<file path="src/rtl/core/fr4c_pkg.sv">
// fr4c_pkg: shared types, constants and helpers for the four-float block codec
// used by fr4c_enc, fr4c_dec and fixed_rate_float4_block_codec; no dependencies
`timescale 1ns / 1ps
`default_nettype none

package fr4c_pkg;

  // pipeline depth, including the output register
  localparam int STAGES = 7;
  localparam int CODE_W = 61;
  localparam int EXP_FIELD = 9;

  localparam logic [31:0] NB_MASK = 32'haaaaaaaa;
  localparam logic [31:0] QNAN = 32'h7fc00000;
  localparam logic [3:0] BPV_RESET = 4'd5;
  localparam logic [3:0] BPV_MIN = 4'd1;
  localparam logic [3:0] BPV_MAX = 4'd12;
  // biased exponent limits on decode: scale overflows above, flushes below
  localparam logic [8:0] E9_OVER = 9'd284;
  localparam logic [8:0] E9_UNDER = 9'd8;

  typedef enum logic {
    OP_COMPRESS   = 1'b0,
    OP_DECOMPRESS = 1'b1
  } op_t;

  typedef logic [31:0] word_t;
  typedef word_t [3:0] quad_t;

  // stage load enables and the clamped budget, shared by both datapaths
  typedef struct packed {
    logic [STAGES-2:0] en;
    logic [3:0]        bpv;
  } ctl_t;

  function automatic word_t asr1(word_t v);
    return {v[31], v[31:1]};
  endfunction

  function automatic logic [3:0] clamp_bpv(logic [3:0] b);
    logic [3:0] r;
    r = b;
    if (b < BPV_MIN) r = BPV_MIN;
    if (b > BPV_MAX) r = BPV_MAX;
    return r;
  endfunction

  // bit position of the range flag of coefficient i
  function automatic logic [5:0] seg_offset(logic [3:0] b, logic [1:0] i);
    return 6'(EXP_FIELD) + 6'(i) * (6'(b) + 6'd1);
  endfunction

endpackage

`default_nettype wire

</file>
<file path="src/rtl/core/fr4c_dec.sv">
// fr4c_dec: decompression datapath, six register stages plus final rounding
// depends on fr4c_pkg
`timescale 1ns / 1ps
`default_nettype none

module fr4c_dec import fr4c_pkg::*; (
  input  logic              clk,
  input  ctl_t              ctl,
  input  logic [CODE_W-1:0] code,
  output quad_t             value
);

  // stage 1: unpack and map from negabinary
  quad_t      un_c;
  quad_t      s1_c;
  logic [8:0] s1_e9;

  always_comb begin
    logic [12:0] mk;
    logic [12:0] seg;
    logic [11:0] kept;
    word_t u;
    mk = (13'd1 << ctl.bpv) - 13'd1;
    for (int i = 0; i < 4; i++) begin
      seg = 13'(code >> seg_offset(ctl.bpv, 2'(i)));
      kept = seg[12:1] & mk[11:0];
      u = seg[0] ? (32'(kept) << (6'd32 - 6'(ctl.bpv)))
                 : (32'(kept) << (6'd28 - 6'(ctl.bpv)));
      un_c[i] = (u ^ NB_MASK) - NB_MASK;
    end
  end

  always_ff @(posedge clk) begin
    if (ctl.en[0]) begin
      s1_c <= un_c;
      s1_e9 <= code[8:0];
    end
  end

  // stage 2: inverse lifting, rotation
  quad_t      l1;
  quad_t      s2_c;
  logic [8:0] s2_e9;

  always_comb begin
    word_t y, w;
    y = s1_c[1]; w = s1_c[3];
    y = y + asr1(w);
    w = w - asr1(y);
    l1 = {w, s1_c[2], y, s1_c[0]};
  end

  always_ff @(posedge clk) begin
    if (ctl.en[1]) begin
      s2_c <= l1;
      s2_e9 <= s1_e9;
    end
  end

  // stage 3: inverse lifting, second pass
  quad_t      l2;
  quad_t      s3_c;
  logic [8:0] s3_e9;

  always_comb begin
    word_t x, y, z, w;
    x = s2_c[0]; y = s2_c[1]; z = s2_c[2]; w = s2_c[3];
    y = y + w; w = (w << 1) - y;
    z = z + x; x = (x << 1) - z;
    l2 = {w, z, y, x};
  end

  always_ff @(posedge clk) begin
    if (ctl.en[2]) begin
      s3_c <= l2;
      s3_e9 <= s2_e9;
    end
  end

  // stage 4: inverse lifting, last pass
  quad_t      l3;
  quad_t      s4_c;
  logic [8:0] s4_e9;

  always_comb begin
    word_t x, y, z, w;
    x = s3_c[0]; y = s3_c[1]; z = s3_c[2]; w = s3_c[3];
    y = y + z; z = (z << 1) - y;
    w = w + x; x = (x << 1) - w;
    l3 = {w, z, y, x};
  end

  always_ff @(posedge clk) begin
    if (ctl.en[3]) begin
      s4_c <= l3;
      s4_e9 <= s3_e9;
    end
  end

  // stage 5: magnitude and leading one
  word_t      mg_mag [4];
  logic [4:0] mg_p [4];
  word_t      s5_mag [4];
  logic [4:0] s5_p [4];
  logic       s5_neg [4];
  logic       s5_zero [4];
  logic [8:0] s5_e9;

  always_comb begin
    for (int i = 0; i < 4; i++) begin
      mg_mag[i] = s4_c[i][31] ? (32'd0 - s4_c[i]) : s4_c[i];
      mg_p[i] = 5'd0;
      for (int j = 0; j < 32; j++) begin
        if (mg_mag[i][j]) mg_p[i] = 5'(j);
      end
    end
  end

  always_ff @(posedge clk) begin
    if (ctl.en[4]) begin
      for (int i = 0; i < 4; i++) begin
        s5_mag[i] <= mg_mag[i];
        s5_p[i] <= mg_p[i];
        s5_neg[i] <= s4_c[i][31];
        s5_zero[i] <= (s4_c[i] == '0);
      end
      s5_e9 <= s4_e9;
    end
  end

  // stage 6: round integer to a 24-bit significand
  logic [23:0] rn_m [4];
  logic [5:0]  rn_p [4];
  logic [23:0] s6_m [4];
  logic [5:0]  s6_p [4];
  logic        s6_neg [4];
  logic        s6_zero [4];
  logic [8:0]  s6_e9;

  always_comb begin
    word_t norm;
    logic ru;
    logic [24:0] msum;
    for (int i = 0; i < 4; i++) begin
      norm = s5_mag[i] << (5'd31 - s5_p[i]);
      ru = norm[7] && ((|norm[6:0]) || norm[8]);
      msum = 25'(norm[31:8]) + 25'(ru);
      if (msum[24]) begin
        rn_m[i] = 24'h800000;
        rn_p[i] = 6'(s5_p[i]) + 6'd1;
      end else begin
        rn_m[i] = msum[23:0];
        rn_p[i] = 6'(s5_p[i]);
      end
    end
  end

  always_ff @(posedge clk) begin
    if (ctl.en[5]) begin
      s6_m <= rn_m;
      s6_p <= rn_p;
      s6_neg <= s5_neg;
      s6_zero <= s5_zero;
      s6_e9 <= s5_e9;
    end
  end

  // apply block scale, with overflow and subnormal rounding
  always_comb begin
    logic signed [10:0] biased;
    logic signed [10:0] sh;
    logic [47:0] wide;
    logic [23:0] q;
    logic ru;
    for (int i = 0; i < 4; i++) begin
      biased = $signed({5'b00000, s6_p[i]}) + $signed({2'b00, s6_e9}) - 11'sd30;
      sh = 11'sd1 - biased;
      wide = {s6_m[i], 24'd0} >> sh[4:0];
      q = wide[47:24];
      ru = wide[23] && ((|wide[22:0]) || q[0]);
      if (s6_e9 > E9_OVER) begin
        value[i] = s6_zero[i] ? QNAN : {s6_neg[i], 8'hff, 23'd0};
      end else if (s6_zero[i]) begin
        value[i] = '0;
      end else if (s6_e9 < E9_UNDER) begin
        value[i] = {s6_neg[i], 31'd0};
      end else if (biased >= 11'sd255) begin
        value[i] = {s6_neg[i], 8'hff, 23'd0};
      end else if (biased >= 11'sd1) begin
        value[i] = {s6_neg[i], biased[7:0], s6_m[i][22:0]};
      end else if (sh > 11'sd25) begin
        value[i] = {s6_neg[i], 31'd0};
      end else begin
        value[i] = {s6_neg[i], 7'd0, q + 24'(ru)};
      end
    end
  end

endmodule

`default_nettype wire

</file>
<file path="config.mk">
export PLATFORM = sky130hd
export DESIGN_NAME = fr4c_dec
export DESIGN_NICKNAME = d
export VERILOG_FILES = /design/src/rtl/core/fr4c_pkg.sv /design/src/rtl/core/fr4c_dec.sv
export SDC_FILE = /design/constraint.sdc
export NUM_CORES = 2
export LEC_CHECK = 0
export BUFFER_PORTS_ARGS = -buffer_cell sky130_fd_sc_hd__buf_2
export CORE_MARGIN = 4
export CORE_UTILIZATION = 54
export DETAILED_ROUTE_END_ITERATION = 6
export PLACE_DENSITY = 0.7
export SLEW_MARGIN = 20
export SYNTH_ARGS = -nofsm -noshare
export SYNTH_HDL_FRONTEND = slang
export SYNTH_SLANG_ARGS = --single-unit
</file>
<file path="constraint.sdc">
create_clock -name clk -period 10 [get_ports clk]
set_clock_uncertainty 0.15 [all_clocks]
set_input_delay 1 -clock clk [delete_from_list [all_inputs] [get_ports clk]]
set_output_delay 1 -clock clk [all_outputs]
set_load 0.02 [all_outputs]
</file>
Word level (Yosys, flattened, before mapping). Memories as Yosys holds them, arrays and structs flattened. Index checks and enable logic that the tools add are counted.

Muxes and demuxes: 166. $lt $le $gt $ge: 14. Shift operators: 20. Reductions and logical operators: 28. Bitwise gates (word level): 8. Multipliers: 1. Add/sub/neg operators: 53.

Operators by type and width (count): $mux 32 (20); $mux 5 (124); $mux 31 (12); $shl 12x6->32 (8); $shr 48x5->48 (4); $shr 61x6->13 (3); $add 32x32->32 (5); $sub 32x32->32 (5); $logic_not 32->1 (4); $shl 32x5->32 (4); $sub 1x32->32 const A (4); $sub 32x32->32 const B (4); $add 24x1->25 (4); $add 24x1->24 (4); $mux 24 (4); $reduce_or 23->1 (4); $not 16->16 (4); $and 12x12->12 (4); $ge 11x2->1 const B (4); $ge 11x9->1 const B (4); $gt 11x6->1 const B (4); $sub 10x5->11 const B (4); $sub 2x11->11 const A (4); $add 6x9->10 (4); 15 further kinds (45).

Bits in writable memories: 148. Flip-flop bits (word level): 702. Memories: 2. Output and inout port bits: 128. Input bits: 72.

Memory list: s5_mag (depth 4, bits a word 32, read ports 4, clocked after Yosys merged registers in 0, write ports 4, line fr4c_dec.sv:103) `word_t s5_mag [4];`; s5_p (depth 4, bits a word 5, read ports 4, clocked after Yosys merged registers in 0, write ports 4, line fr4c_dec.sv:104) `logic [4:0] s5_p [4];`.

Longest topological paths before layout.
Depth in word-level cells: 33. Mapped depth: 37. Depth with buffers taken out: 27.

Worst setup path before layout. OpenSTA, ideal clock, no wires.

Path type: input -> register. From: input port ctl[0] in the netlist's numbering. To: register s1_c (netlist bit l1[31]) (data pin). Data arrival time: 8.667 ns. Library setup time: 0.262 ns. Path slack: 0.921 ns. Cell stages on the path: 37. Cell sequence: buf_2 -> inv_1 -> buf_2 -> buf_2 -> buf_2 -> buf_2 -> buf_1 -> clkbuf_1 -> buf_1 -> ha_1 -> buf_6 -> buf_12 -> buf_12 -> buf_6 -> buf_6 -> buf_2 -> buf_2 -> buf_1 -> clkbuf_1 -> buf_2 -> buf_2 -> clkbuf_1 -> nor3_1 -> ha_1 -> o21ba_2 -> a31o_2 -> nand2b_1 -> a21o_1 -> nor2b_1 -> o211ai_1 -> and3b_1 -> nor3_1 -> o311a_1 -> o21ai_0 -> a21o_1 -> o221ai_1 -> or2_2.

RTL lines: start, declared (line fr4c_dec.sv:8) `input ctl_t ctl,`; end signal, assigned (line fr4c_dec.sv:35) `s1_c <= un_c;`; end, declared (line fr4c_dec.sv:15) `quad_t s1_c;`.

==> metrics <==
layout cells sized above 1 12.7%; first-pass GRT wire length 363 mm; Peak Freq 0.113 GHz; met2 routed WL 111 mm; crit path max fanout 31; Inserted Clock Buffers 86; largest net degree at the start of global routing 138; min Tclk post-route 8.86 ns; Post-CTS Resized 0; # DRC 0; r2r setup slk 2.90 ns; Worst Hold Class reg2reg; WP data required 8.85 ns; top-area cell type share of the netlist area 31.8%; Setup crit end value[119]; reg2reg start s3_c[0]; met3 wire length 12.8 mm; gr ovfl total 0; Filler Cell Count 12.6k; vias in the first global route 63.3k; die area 0.153 mm²; TritonCTS clock tree done; Area Overhead vs Synth 7.28%; cell taking the most area after synthesis edfxtp_1; Synth Area in Compound Gates 17.7%; EDFF count, synth 842; Sink Count 842; total number of vias 66.4k; Clock Latency Late Sink 0.70 ns; GRT Util Overall 30.0%; final setup violation count 0; Critical Path End Type output port; DRT Wirelength 235 mm; register area share after synthesis 31.8%; synthesized area 0.0794 mm²; post-synthesis register bit count 842; Hold Vio Cnt, Final 0; routed len/inst 22.2 µm; vias per std cell 6.27; number of cells on the worst reg-to-reg path 25; H-tree Lvls 3; Final Cycle Share 88.6%; Main synth FF type edfxtp_1; Net Count, Synth 9093; YS warnings 0; XOR/XNOR Fraction of Synth Area 7.95%; DP HPWL 186 mm; CTS Root Cell clkbuf_16; Clock Path Buffers 3; row count 140; initial antenna violation count 4; DRT antenna net count 0; fin. max-slew vios 0; Critical Path Source Type register; die width 391 µm; Critical Path AT 7.71 ns; routability cong. 1.02; TritonRoute pass-1 iters 6; fraction of registers with async set/reset 0%; Worst-path clk slew 0.06 ns; Adder-Cell Fraction of Synth Area 6.76%; setup TNS 0 ns; mux share of post-synthesis cell area 14.8%; Port Buf Inserts 199; setup repair bufs after CTS 0; max layer used met5; Gate Count Post-Synth 8598; largest family of logic cells by synthesized area compound AO/OA/AOI/OAI gates; core footprint 0.146 mm²; hold-fix buffer count after cts 0; Post-Syn Area per Cell 9.24 µm²; Starting Density 54.4%; CP Class reg2out; # nets final 9091; 1st-iter DRT viols 5347; worst r2r dst s4_c[31]; Metal-1 WL 92.9 mm; max cap viols 0; Yosys cell types 124; run status finished clean; worst slew pin tran 1.06 ns; Worst Setup SP s6_e9[1]; post-synthesis simple-gate area fraction 16.5%; ranking of synthesized cells by area edfxtp_1 (32%), mux4_2 (7.7%), ha_1 (6.5%), xnor2_1 (5.5%), mux2i_1 (4.2%); max_slew headroom 29.1%; die height 391 µm; io pins 200; RSZ-0062 raised after global routing false
-- sequential cells by signal (all words and copies together), names as in the netlist --
signal and cells:
s1_e9 9, s5_p 20, s6_neg 4, s4_e9 9
s6_m 96, s5_e9 9, s6_p 24, s5_neg 4
s3_c 126, s4_c 125, s6_zero 4, s3_e9 9
l1 64, s5_mag 125, s2_e9 9, s5_zero 4
s2_c 128, s1_c 64, s6_e9 9
-- per-stage QoR --
step	cell area, µm²	std cells	util, %	hold WS (ns)	setup slack, ns
global route	85200	10600	58.4	0.271	0.588
CTS	85200	10600	58.4	0.257	1.06
floorplan	79400	8598	-	0.250	0.921
detailed placement	82100	10400	56.3	0.255	1.22
finish	85200	10600	58.4	0.263	1.14
global placement	82100	10400	56.3	0.251	1.25
-- placed cells by master, fill, tap and decap left out, types with 245 or more instances in the layout --
cell / synthesis / layout
mux4_2: 270 / 270
o21ai_0: 478 / 478
nor2_1: 812 / 811
xnor2_1: 501 / 497
mux2i_1: 334 / 332
edfxtp_1: 842 / 842
nand3_1: 245 / 245
a21oi_1: 557 / 557
ha_1: 413 / 412
nand2_1: 809 / 809
inv_1: 448 / 446
-- routing by layer --
layer / up-vias / global-route usage (%)
met5: - / 0
met4: 8 / 19.4
li1: 32000 / -
met2: 2239 / 51.0
met3: 663 / 3.84
met1: 31500 / 36.0
-- worst max-delay path, stage by stage, from the launching register on --
cell      delay (ns)
edfxtp_1        0.35
inv_1           0.17
ha_1            0.34
inv_1           0.04
ha_1            0.98
inv_1           0.50
ha_1            0.43
xnor2_2         0.19
buf_4           0.24
nand2_1         0.11
o21ai_0         0.24
mux2i_1         0.30
nand2b_1        0.12
nor3b_1         0.49
nand2_1         0.18
or4_1           0.57
or3b_2          0.58
or2_2           0.34
nor2_1          0.21
a31o_2          0.22
a221oi_1        0.08
o21ai_0         0.14
buf_2           0.18
-- synth_stat cells (245+ instances only) --
cell	instances
edfxtp_1	842
nor2_1	812
nand2_1	809
a21oi_1	557
xnor2_1	501
o21ai_0	478
inv_1	448
ha_1	413
mux2i_1	334
mux4_2	270
clkbuf_1	268
nand3_1	245
-- logic make-up (layout without fill, tap and decap cells) --
group | count (synthesis) | after routing
xor+xnor | 713 | 713
flops | 842 | 842
simple gates | 2802 | 2802
buf+inv | 876 | 944
compound gates | 2138 | 2138
fa+ha+maj | 423 | 423
other cells | 0 | 2
mux | 804 | 804
-- worst min-delay path by stage --
| stage | to | startpoint | cells past startpoint |
|---|---|---|---|
| floorplan | s2_c[0] | l1[0] | 0 |
| global placement | s6_zero[1] | s5_zero[1] | 0 |
| detailed placement | s2_c[27] | l1[27] | 0 |
| CTS | s2_c[22] | l1[22] | 0 |
| global route | s2_e9[3] | s1_e9[3] | 0 |
| finish | s2_c[22] | l1[22] | 0 |
-- final cells by class --
type                       count  area, µm²  share of cell area (%)
antenna                        2       5.00                 0.00587
clock buffer                  98       2200                    2.58
clock inverter                60        886                    1.04
inverter                     453       1700                    2.00
multi-input combinational   6880      50700                    59.5
sequential                   842      25300                    29.7
tap                         1917       2400                    2.82
timing repair buffer         333       2060                    2.42
Power is not shown: default switching activity piles up to over one toggle a cycle in this logic, so the estimate is an artifact.
