## src/rtl/core/fr4c_pkg.sv

```systemverilog
// fr4c_pkg: shared types, constants and helpers for the four-float block codec
// used by fr4c_enc, fr4c_dec and fixed_rate_float4_block_codec; no dependencies
`timescale 1ns / 1ps
`default_nettype none

package fr4c_pkg;

  // pipeline depth, including the output register
  localparam int STAGES = 7;
  localparam int CODE_W = 61;
  localparam int EXP_FIELD = 9;

  localparam logic [31:0] NB_MASK = 32'haaaaaaaa;
  localparam logic [31:0] QNAN = 32'h7fc00000;
  localparam logic [3:0] BPV_RESET = 4'd5;
  localparam logic [3:0] BPV_MIN = 4'd1;
  localparam logic [3:0] BPV_MAX = 4'd12;
  // biased exponent limits on decode: scale overflows above, flushes below
  localparam logic [8:0] E9_OVER = 9'd284;
  localparam logic [8:0] E9_UNDER = 9'd8;

  typedef enum logic {
    OP_COMPRESS   = 1'b0,
    OP_DECOMPRESS = 1'b1
  } op_t;

  typedef logic [31:0] word_t;
  typedef word_t [3:0] quad_t;

  // stage load enables and the clamped budget, shared by both datapaths
  typedef struct packed {
    logic [STAGES-2:0] en;
    logic [3:0]        bpv;
  } ctl_t;

  function automatic word_t asr1(word_t v);
    return {v[31], v[31:1]};
  endfunction

  function automatic logic [3:0] clamp_bpv(logic [3:0] b);
    logic [3:0] r;
    r = b;
    if (b < BPV_MIN) r = BPV_MIN;
    if (b > BPV_MAX) r = BPV_MAX;
    return r;
  endfunction

  // bit position of the range flag of coefficient i
  function automatic logic [5:0] seg_offset(logic [3:0] b, logic [1:0] i);
    return 6'(EXP_FIELD) + 6'(i) * (6'(b) + 6'd1);
  endfunction

endpackage

`default_nettype wire

```

## src/rtl/core/fr4c_enc.sv

```systemverilog
// fr4c_enc: compression datapath, six register stages plus packing logic
// depends on fr4c_pkg
`timescale 1ns / 1ps
`default_nettype none

module fr4c_enc import fr4c_pkg::*; (
  input  logic              clk,
  input  ctl_t              ctl,
  input  quad_t             value,
  output logic [CODE_W-1:0] code
);

  // stage 1: split each single
  logic              d_neg [4];
  logic              d_nz [4];
  logic [23:0]       d_mant [4];
  logic signed [9:0] d_k [4];
  logic signed [9:0] d_fe [4];

  logic              s1_neg [4];
  logic              s1_nz [4];
  logic [23:0]       s1_mant [4];
  logic signed [9:0] s1_k [4];
  logic signed [9:0] s1_fe [4];

  always_comb begin
    logic [7:0] e;
    logic [22:0] m;
    logic [4:0] msb;
    for (int i = 0; i < 4; i++) begin
      e = value[i][30:23];
      m = value[i][22:0];
      msb = 5'd0;
      for (int j = 0; j < 23; j++) begin
        if (m[j]) msb = 5'(j);
      end
      if (e != 8'd0) msb = 5'd23;
      d_neg[i] = value[i][31];
      d_nz[i] = (e != 8'hff) && !((e == 8'd0) && (m == 23'd0));
      d_mant[i] = {(e != 8'd0), m};
      d_k[i] = (e != 8'd0) ? ($signed({2'b00, e}) - 10'sd150) : -10'sd149;
      d_fe[i] = d_k[i] + $signed({5'b00000, msb}) + 10'sd1;
    end
  end

  always_ff @(posedge clk) begin
    if (ctl.en[0]) begin
      s1_neg <= d_neg;
      s1_nz <= d_nz;
      s1_mant <= d_mant;
      s1_k <= d_k;
      s1_fe <= d_fe;
    end
  end

  // stage 2: block exponent
  logic signed [9:0] emax;
  logic signed [9:0] s2_emax;
  logic              s2_neg [4];
  logic              s2_nz [4];
  logic [23:0]       s2_mant [4];
  logic signed [9:0] s2_k [4];

  always_comb begin
    emax = -10'sd127;
    for (int i = 0; i < 4; i++) begin
      if (s1_nz[i] && (s1_fe[i] > emax)) emax = s1_fe[i];
    end
  end

  always_ff @(posedge clk) begin
    if (ctl.en[1]) begin
      s2_emax <= emax;
      s2_neg <= s1_neg;
      s2_nz <= s1_nz;
      s2_mant <= s1_mant;
      s2_k <= s1_k;
    end
  end

  // stage 3: scale to block-floating integers
  quad_t       sc_c;
  logic [9:0]  e_biased;
  quad_t       s3_c;
  logic [8:0]  s3_e9;

  always_comb begin
    logic signed [10:0] s;
    logic signed [10:0] ns;
    word_t mag;
    for (int i = 0; i < 4; i++) begin
      s = $signed({s2_k[i][9], s2_k[i]}) + 11'sd30 - $signed({s2_emax[9], s2_emax});
      ns = -s;
      mag = '0;
      if (s2_nz[i]) begin
        if (s >= 11'sd0) begin
          mag = (s < 11'sd32) ? (32'(s2_mant[i]) << s[4:0]) : '0;
        end else begin
          mag = (ns < 11'sd32) ? (32'(s2_mant[i]) >> ns[4:0]) : '0;
        end
      end
      sc_c[i] = s2_neg[i] ? (32'd0 - mag) : mag;
    end
    e_biased = s2_emax + 10'sd127;
  end

  always_ff @(posedge clk) begin
    if (ctl.en[2]) begin
      s3_c <= sc_c;
      s3_e9 <= e_biased[8:0];
    end
  end

  // stage 4: lifting, first pass
  quad_t      l1;
  quad_t      s4_c;
  logic [8:0] s4_e9;

  always_comb begin
    word_t x, y, z, w;
    x = s3_c[0]; y = s3_c[1]; z = s3_c[2]; w = s3_c[3];
    x = asr1(x + w); w = w - x;
    z = asr1(z + y); y = y - z;
    l1 = {w, z, y, x};
  end

  always_ff @(posedge clk) begin
    if (ctl.en[3]) begin
      s4_c <= l1;
      s4_e9 <= s3_e9;
    end
  end

  // stage 5: lifting, second pass
  quad_t      l2;
  quad_t      s5_c;
  logic [8:0] s5_e9;

  always_comb begin
    word_t x, y, z, w;
    x = s4_c[0]; y = s4_c[1]; z = s4_c[2]; w = s4_c[3];
    x = asr1(x + z); z = z - x;
    w = asr1(w + y); y = y - w;
    l2 = {w, z, y, x};
  end

  always_ff @(posedge clk) begin
    if (ctl.en[4]) begin
      s5_c <= l2;
      s5_e9 <= s4_e9;
    end
  end

  // stage 6: lifting, final rotation
  quad_t      l3;
  quad_t      s6_c;
  logic [8:0] s6_e9;

  always_comb begin
    word_t y, w;
    y = s5_c[1]; w = s5_c[3];
    w = w + asr1(y);
    y = y - asr1(w);
    l3 = {w, s5_c[2], y, s5_c[0]};
  end

  always_ff @(posedge clk) begin
    if (ctl.en[5]) begin
      s6_c <= l3;
      s6_e9 <= s5_e9;
    end
  end

  // negabinary and bit packing
  always_comb begin
    logic [CODE_W-1:0] acc;
    logic [12:0] mk;
    word_t u;
    word_t kept32;
    logic flag;
    logic [12:0] seg;
    mk = (13'd1 << ctl.bpv) - 13'd1;
    acc = CODE_W'(s6_e9);
    for (int i = 0; i < 4; i++) begin
      u = (s6_c[i] + NB_MASK) ^ NB_MASK;
      flag = |u[31:28];
      kept32 = flag ? (u >> (6'd32 - 6'(ctl.bpv))) : (u >> (6'd28 - 6'(ctl.bpv)));
      seg = {kept32[11:0] & mk[11:0], flag};
      acc = acc | (CODE_W'(seg) << seg_offset(ctl.bpv, 2'(i)));
    end
    code = acc;
  end

endmodule

`default_nettype wire

```

## config.mk

```make
export PLATFORM = sky130hd
export DESIGN_NAME = fr4c_enc
export DESIGN_NICKNAME = d
export VERILOG_FILES = /design/src/rtl/core/fr4c_pkg.sv /design/src/rtl/core/fr4c_enc.sv
export SDC_FILE = /design/constraint.sdc
export NUM_CORES = 2
export LEC_CHECK = 0
export BUFFER_PORTS_ARGS = -buffer_cell sky130_fd_sc_hd__buf_2
export CORE_UTILIZATION = 65
export CTS_BUF_LIST = sky130_fd_sc_hd__clkbuf_16
export CTS_CLUSTER_DIAMETER = 80
export CTS_CLUSTER_SIZE = 30
export DETAILED_ROUTE_END_ITERATION = 10
export PLACE_DENSITY_LB_ADDON = 0.12
export SLEW_MARGIN = 10
export SYNTH_ARGS = -nofsm -noshare
export SYNTH_HDL_FRONTEND = slang
export SYNTH_SLANG_ARGS = --single-unit
```

## constraint.sdc

```tcl
create_clock -name clk -period 13 [get_ports clk]
set_input_delay 1.3 -clock clk [delete_from_list [all_inputs] [get_ports clk]]
set_output_delay 1.3 -clock clk [all_outputs]
set_load 0.05 [all_outputs]
```

# [After elaboration in Yosys (flattened, before gate mapping)]
# Cells that the tools add are included.
[word_totals] register_bits=881 elab_cells=316 inputBits=139 rom_bits=0 latchBits=0 ramBits=0 n_memories=0
[op_classes] div_mod_pow=0 add_sub_neg=50 n_mux=124 n_lt_le_gt_ge=16 n_mul=1 n_shift=20 n_reduce_logical=32 n_bitwise=12 n_eq_ne=4
[op_table] op="2-to-1 mux 32 bit" n=20
[op_table] op="2-to-1 mux 5 bit" n=88
[op_table] op=">> shifter 32 x 6 -> 12 bit" n=8
[op_table] op="<< shifter 13 x 6 -> 61 bit" n=3
[op_table] op="adder 32 bit (second input constant)" n=4
[op_table] op="<< shifter 24 x 5 -> 32 bit" n=4
[op_table] op=">> shifter 24 x 5 -> 32 bit" n=4
[op_table] op="subtractor 1 x 32 -> 32 bit (first input constant)" n=4
[op_table] op="subtractor 32 bit" n=4
[op_table] op="OR 61 bit" n=2
[op_table] op="adder 32 bit" n=3
[op_table] op="logical NOT 23 bit" n=4
[op_table] op="less-than comparator 11 x 7 -> 1 bit (second input constant)" n=8
[op_table] op="2-to-1 mux 10 bit" n=8
[op_table] op="adder 31 x 31 -> 32 bit" n=2
[op_table] op="inverter 16 bit" n=4
[op_table] op="OR 22 x 61 -> 61 bit" n=1
[op_table] op="AND 12 bit" n=4
[op_table] op="2-to-1 mux 12 bit" n=4
[op_table] op="adder 10 x 6 -> 11 bit (second input constant)" n=4
[op_table] op="greater-or-equal comparator 11 x 1 -> 1 bit (second input constant)" n=4
[op_table] op="negation 11 bit" n=4
[op_table] op="subtractor 11 x 10 -> 11 bit" n=4
[op_table] op="adder 10 x 2 -> 10 bit (second input constant)" n=4
[op_table] op="21 further kinds" n=60

# [Longest topological paths before layout]
[depth] depth_word=25 ltp_mapped=40 mapped_depth_nobuf=38

# [Worst setup path after synthesis]
# Ideal clock, no wire load.
[synth_path] kind="input port to output port" from="in ctl[0] in the netlist's numbering" to="out code[47]" path_stages=24 required_ps=11700 setup_slack_ps=3171 arrival_ps=8529 n_path_buf=15 cell_sequence="clkbuf_1 > clkinv_1 > clkbuf_1 > clkbuf_1 > clkbuf_1 > clkbuf_1 > buf_1 > buf_1 > buf_2 > clkbuf_1 > ha_1 > inv_1 > buf_1 > clkbuf_1 > buf_1 > buf_1 > buf_1 > clkbuf_1 > nand2_1 > o22ai_1 > mux2i_1 > mux2i_1 > mux2i_1 > o21ai_0"
[synth_between] elab_chain_cells=8 elab_cells_between_ends=27
[synth_rtl] element="from (decl)" line_no="fr4c_enc.sv:8" source="input ctl_t ctl,"
[synth_rtl] element="parallel branches: the longest is 7 deep, another holds multiplier 2 x 5 -> 6 bit"
[synth_rtl] element="OR 61 bit *" line_no="fr4c_enc.sv:189" source="acc = acc | (CODE_W'(seg) << seg_offset(ctl.bpv, 2'(i)));"
[synth_rtl] element="to (decl)" line_no="fr4c_enc.sv:10" source="output logic [CODE_W-1:0] code"
# Every way passes the cells marked *.

# [Final worst setup path]
[layout_path] from="reg s6_c[65] in the netlist's numbering" to="out code[35]"
[layout_between] elab_chain_cells=8 elab_cells_between_ends=10
[layout_rtl] element="from (decl)" line_no="fr4c_enc.sv:156" source="quad_t s6_c;"
[layout_rtl] element="from (signal assigned)" line_no="fr4c_enc.sv:169" source="s6_c <= l3;"
[layout_rtl] element="adder 32 bit *" line_no="fr4c_enc.sv:185" source="u = (s6_c[i] + NB_MASK) ^ NB_MASK;"
[layout_rtl] element="inverter 16 bit (no source line)"
[layout_rtl] element=">> shifter 32 x 6 -> 12 bit or OR reduction 4 bit (tied branches)" line_no="fr4c_enc.sv:187, fr4c_enc.sv:186"
[layout_rtl] element="2-to-1 mux 12 bit" line_no="fr4c_enc.sv:187" source="kept32 = flag ? (u >> (6'd32 - 6'(ctl.bpv))) : (u >> (6'd28 - 6'(ctl.bpv)));"
[layout_rtl] element="AND 12 bit" line_no="fr4c_enc.sv:188" source="seg = {kept32[11:0] & mk[11:0], flag};"
[layout_rtl] element="<< shifter 13 x 6 -> 61 bit *" line_no="fr4c_enc.sv:189"
[layout_rtl] element="OR 61 bit * (2 in a row)" line_no="fr4c_enc.sv:189"
# Every way passes the cells marked *; elsewhere a longest branch is shown, timed or not.

==> impl_metrics.yaml <==
status:
  status: "finished, final reports clean"
worst_setup_path:
  crit_arrival_ps: 7660
  reg2reg_to: "s2_emax[0]"
  start_kind: "register"
  crit_type: "reg2out"
  rrSetupSlack_ps: 4790
  path_max_fanout: 18
  cpPeakStageDelay_ps: 710
  critPathSlowestCell: "a21oi_2"
  endpoint: "code[35]"
  cp_top_family: "compound AO/OA/AOI/OAI gates"
  crit_required_ps: 11700
  rr_worst_depth: 38
  timing.rr.start: "s1_fe[36]"
  path_cells: "ha_1, o211a_1, o2111ai_1, and2_1, a211oi_2, or4_4, a211o_1, a21oi_2, o21ai_1, mux2_2, a32oi_1, a211oi_1, a41o_1, o21bai_1, o221ai_1, a2111o_1, buf_2"
  endpoint_kind: "output pin"
  cp_num_cells: 17
  timing.critical_path.from: "s6_c[65]"
  critical_path_buf_inv_count: 1
sta:
  fin_crit_ps: 8958
  max_slew_margin_pct: 18.48
  tightest_slew_ps: 1210
  min_period_over_period_pct: 68.91
  setup_viol: 0
  rsz0062_at_grt: "false"
  skew_ps: 55.65
  setup_tns_ps: 0
  slew_viol_final: 0
  fmax_ghz: 0.1116
  hold_violations: 0
cells_and_area:
  mostFrequentLayoutCell: "edfxtp_1"
  nets: 9075
  drive_gt1_share_pct: 9.062
  fillers: 8531
  mostFrequentLayoutCells: "edfxtp_1 (873), nor2_1 (812), nand2_1 (702)"
  syn2layout_area_growth_pct: 5.074
drt:
  via_count: 71710
  drc_errors: 0
  routed_wl_microns: 262300
  wl_per_cell_microns: 26.19
  first_pass_iters: 7
  drt-initial-drc-count: 9255
  ant_nets: 0
  vias_per_cell: 7.161
logic_synthesis:
  yosys_warnings: 0
  syn_area_per_cell_sq_um: 9.050
  synth_edf_count: 873
  synth-seq-cells: 873
  synth_area_sq_um: 76830
  ys_seq_area_share_pct: 34.12
  ys.flop_type: "edfxtp_1"
  syn_inst: 8490
  synth_cell_types: 125
  async_flop_share_pct: 0
clock_network:
  clk_pin_slew_ps: 110
  clkSinkCount: 873
  post_cts_resized: 0
  cts_max_path_buffers: 3
  clk_latency_ps: 700
  post-cts-setup-buffers: 0
  cts-root-buf: "clkbuf_16"
  h-tree-depth: 2
  cts_tree: "built"
  cts_hold_buffers: 0
  numCtsBuffers: 44
placement:
  port_buffers: 199
  hpwl_microns: 201900
  gp_congestion: 1.071
flow_run:
  maxCapViolCount: 0
floorplanning:
  rows: 125
  die_w_microns: 345.8
  die_h_microns: 345.8
  core_sq_um: 116700
  initial_core_util_pct: 65.85
  die_area_sq_um: 119600
  io_pins: 200
global_routing:
  grt_usage_pct: 42.21
  grt_max_degree: 111
  antenna_found_initial: 7
  grt_pass1_vias: 67590
  grt_pass1_wl_microns: 394100
  gr-total-overflow: 0
min_path:
  hp-class: "reg2reg"
  worstHoldStart: "l3[93]"
per-layer routing:
layer	up-vias	share of wire (%)	GRT usage, %	wire length, microns
li1	31970	-	-	-
met3	1220	9.6	7.423	25100
met5	-	0.021	0	54
met2	4699	46	70.00	121500
met4	8	8.8	30.87	23050
met1	33810	35	49.28	92600
cell type report:
type                            instances  area, sq um  area share [%]
Antenna cell                            4        10.01         0.01240
Sequential cell                       873        26220           32.47
Clock inverter                         28        431.7          0.5347
Timing Repair Buffer                  309         1851           2.292
Inverter                              443         1668           2.066
Multi-Input combinational cell       6789        47550           58.90
Clock buffer                           44         1101           1.364
Tap cell                             1524         1907           2.362
how the worst min path moves through the flow:
stage | to | slack [ps] | cells after the start
floorplan | s2_k[0] | 400 | 0
global placement | s2_mant[62] | 400 | 0
detailed placement | s2_k[18] | 400 | 0
CTS | s6_c[93] | 420 | 0
global route | s6_c[92] | 420 | 0
finish | s6_c[93] | 410 | 0
registers in the layout, summed over array words and instances (netlist names):
| register | cells |
|---|---|
| s4_e9 | 9 |
| s5_e9 | 9 |
| s1_nz | 4 |
| s3_c | 128 |
| s5_c | 63 |
| s2_mant | 96 |
| s3_e9 | 9 |
| s1_fe | 40 |
| s2_nz | 4 |
| l3 | 63 |
| s6_c | 127 |
| s2_emax | 10 |
| s6_e9 | 9 |
| s2_k | 36 |
| s1_mant | 96 |
| s4_c | 126 |
| s2_neg | 4 |
| s1_k | 36 |
| s1_neg | 4 |
synth_stat cells, types with 124 or more instances:
| cell | instances | share of area [%] |
|---|---|---|
| a21oi_1 | 598 | 3.9 |
| nor3_1 | 278 | 1.8 |
| a211oi_1 | 159 | 1.6 |
| edfxtp_1 | 873 | 34 |
| xnor2_1 | 417 | 4.8 |
| a21o_1 | 124 | 1.2 |
| clkbuf_1 | 298 | 1.5 |
| xor2_1 | 202 | 2.3 |
| mux2i_1 | 258 | 3.4 |
| nor2_1 | 812 | 4.0 |
| inv_1 | 434 | 2.1 |
| nand2_1 | 702 | 3.4 |
| o21ai_0 | 490 | 3.2 |
| nand3_1 | 210 | 1.4 |
| o211ai_1 | 130 | 1.3 |
| ha_1 | 459 | 7.5 |
cell families after synthesis:
family | after synthesis | synth area share (%)
AND/OR/NAND/NOR | 2682 | 16.49
XOR/XNOR | 620 | 7.086
multiplexers | 488 | 8.282
buffers and inverters | 831 | 4.159
flip-flops | 873 | 34.12
adder cells (fa/ha/maj) | 476 | 7.918
other | 1 | 0.004881
AO/OA/AOI/OAI | 2519 | 21.94
metrics by stage:
stage	hold WS, ps	utilization (%)	cell area, sq um	setup WS, ps	cells
after global placement	400.5	67.86	79180	4765	9938
after CTS	417.3	69.17	80710	4336	10010
final	413.1	69.19	80730	4042	10010
after floorplan	400.3	-	76840	3171	8493
after global routing	417.7	69.19	80720	3812	10010
after detailed placement	404.5	67.86	79180	4720	9938
Power is left out: the tool's default activity adds up to more than one toggle a clock period on the data nets, which glitch-free logic cannot reach.
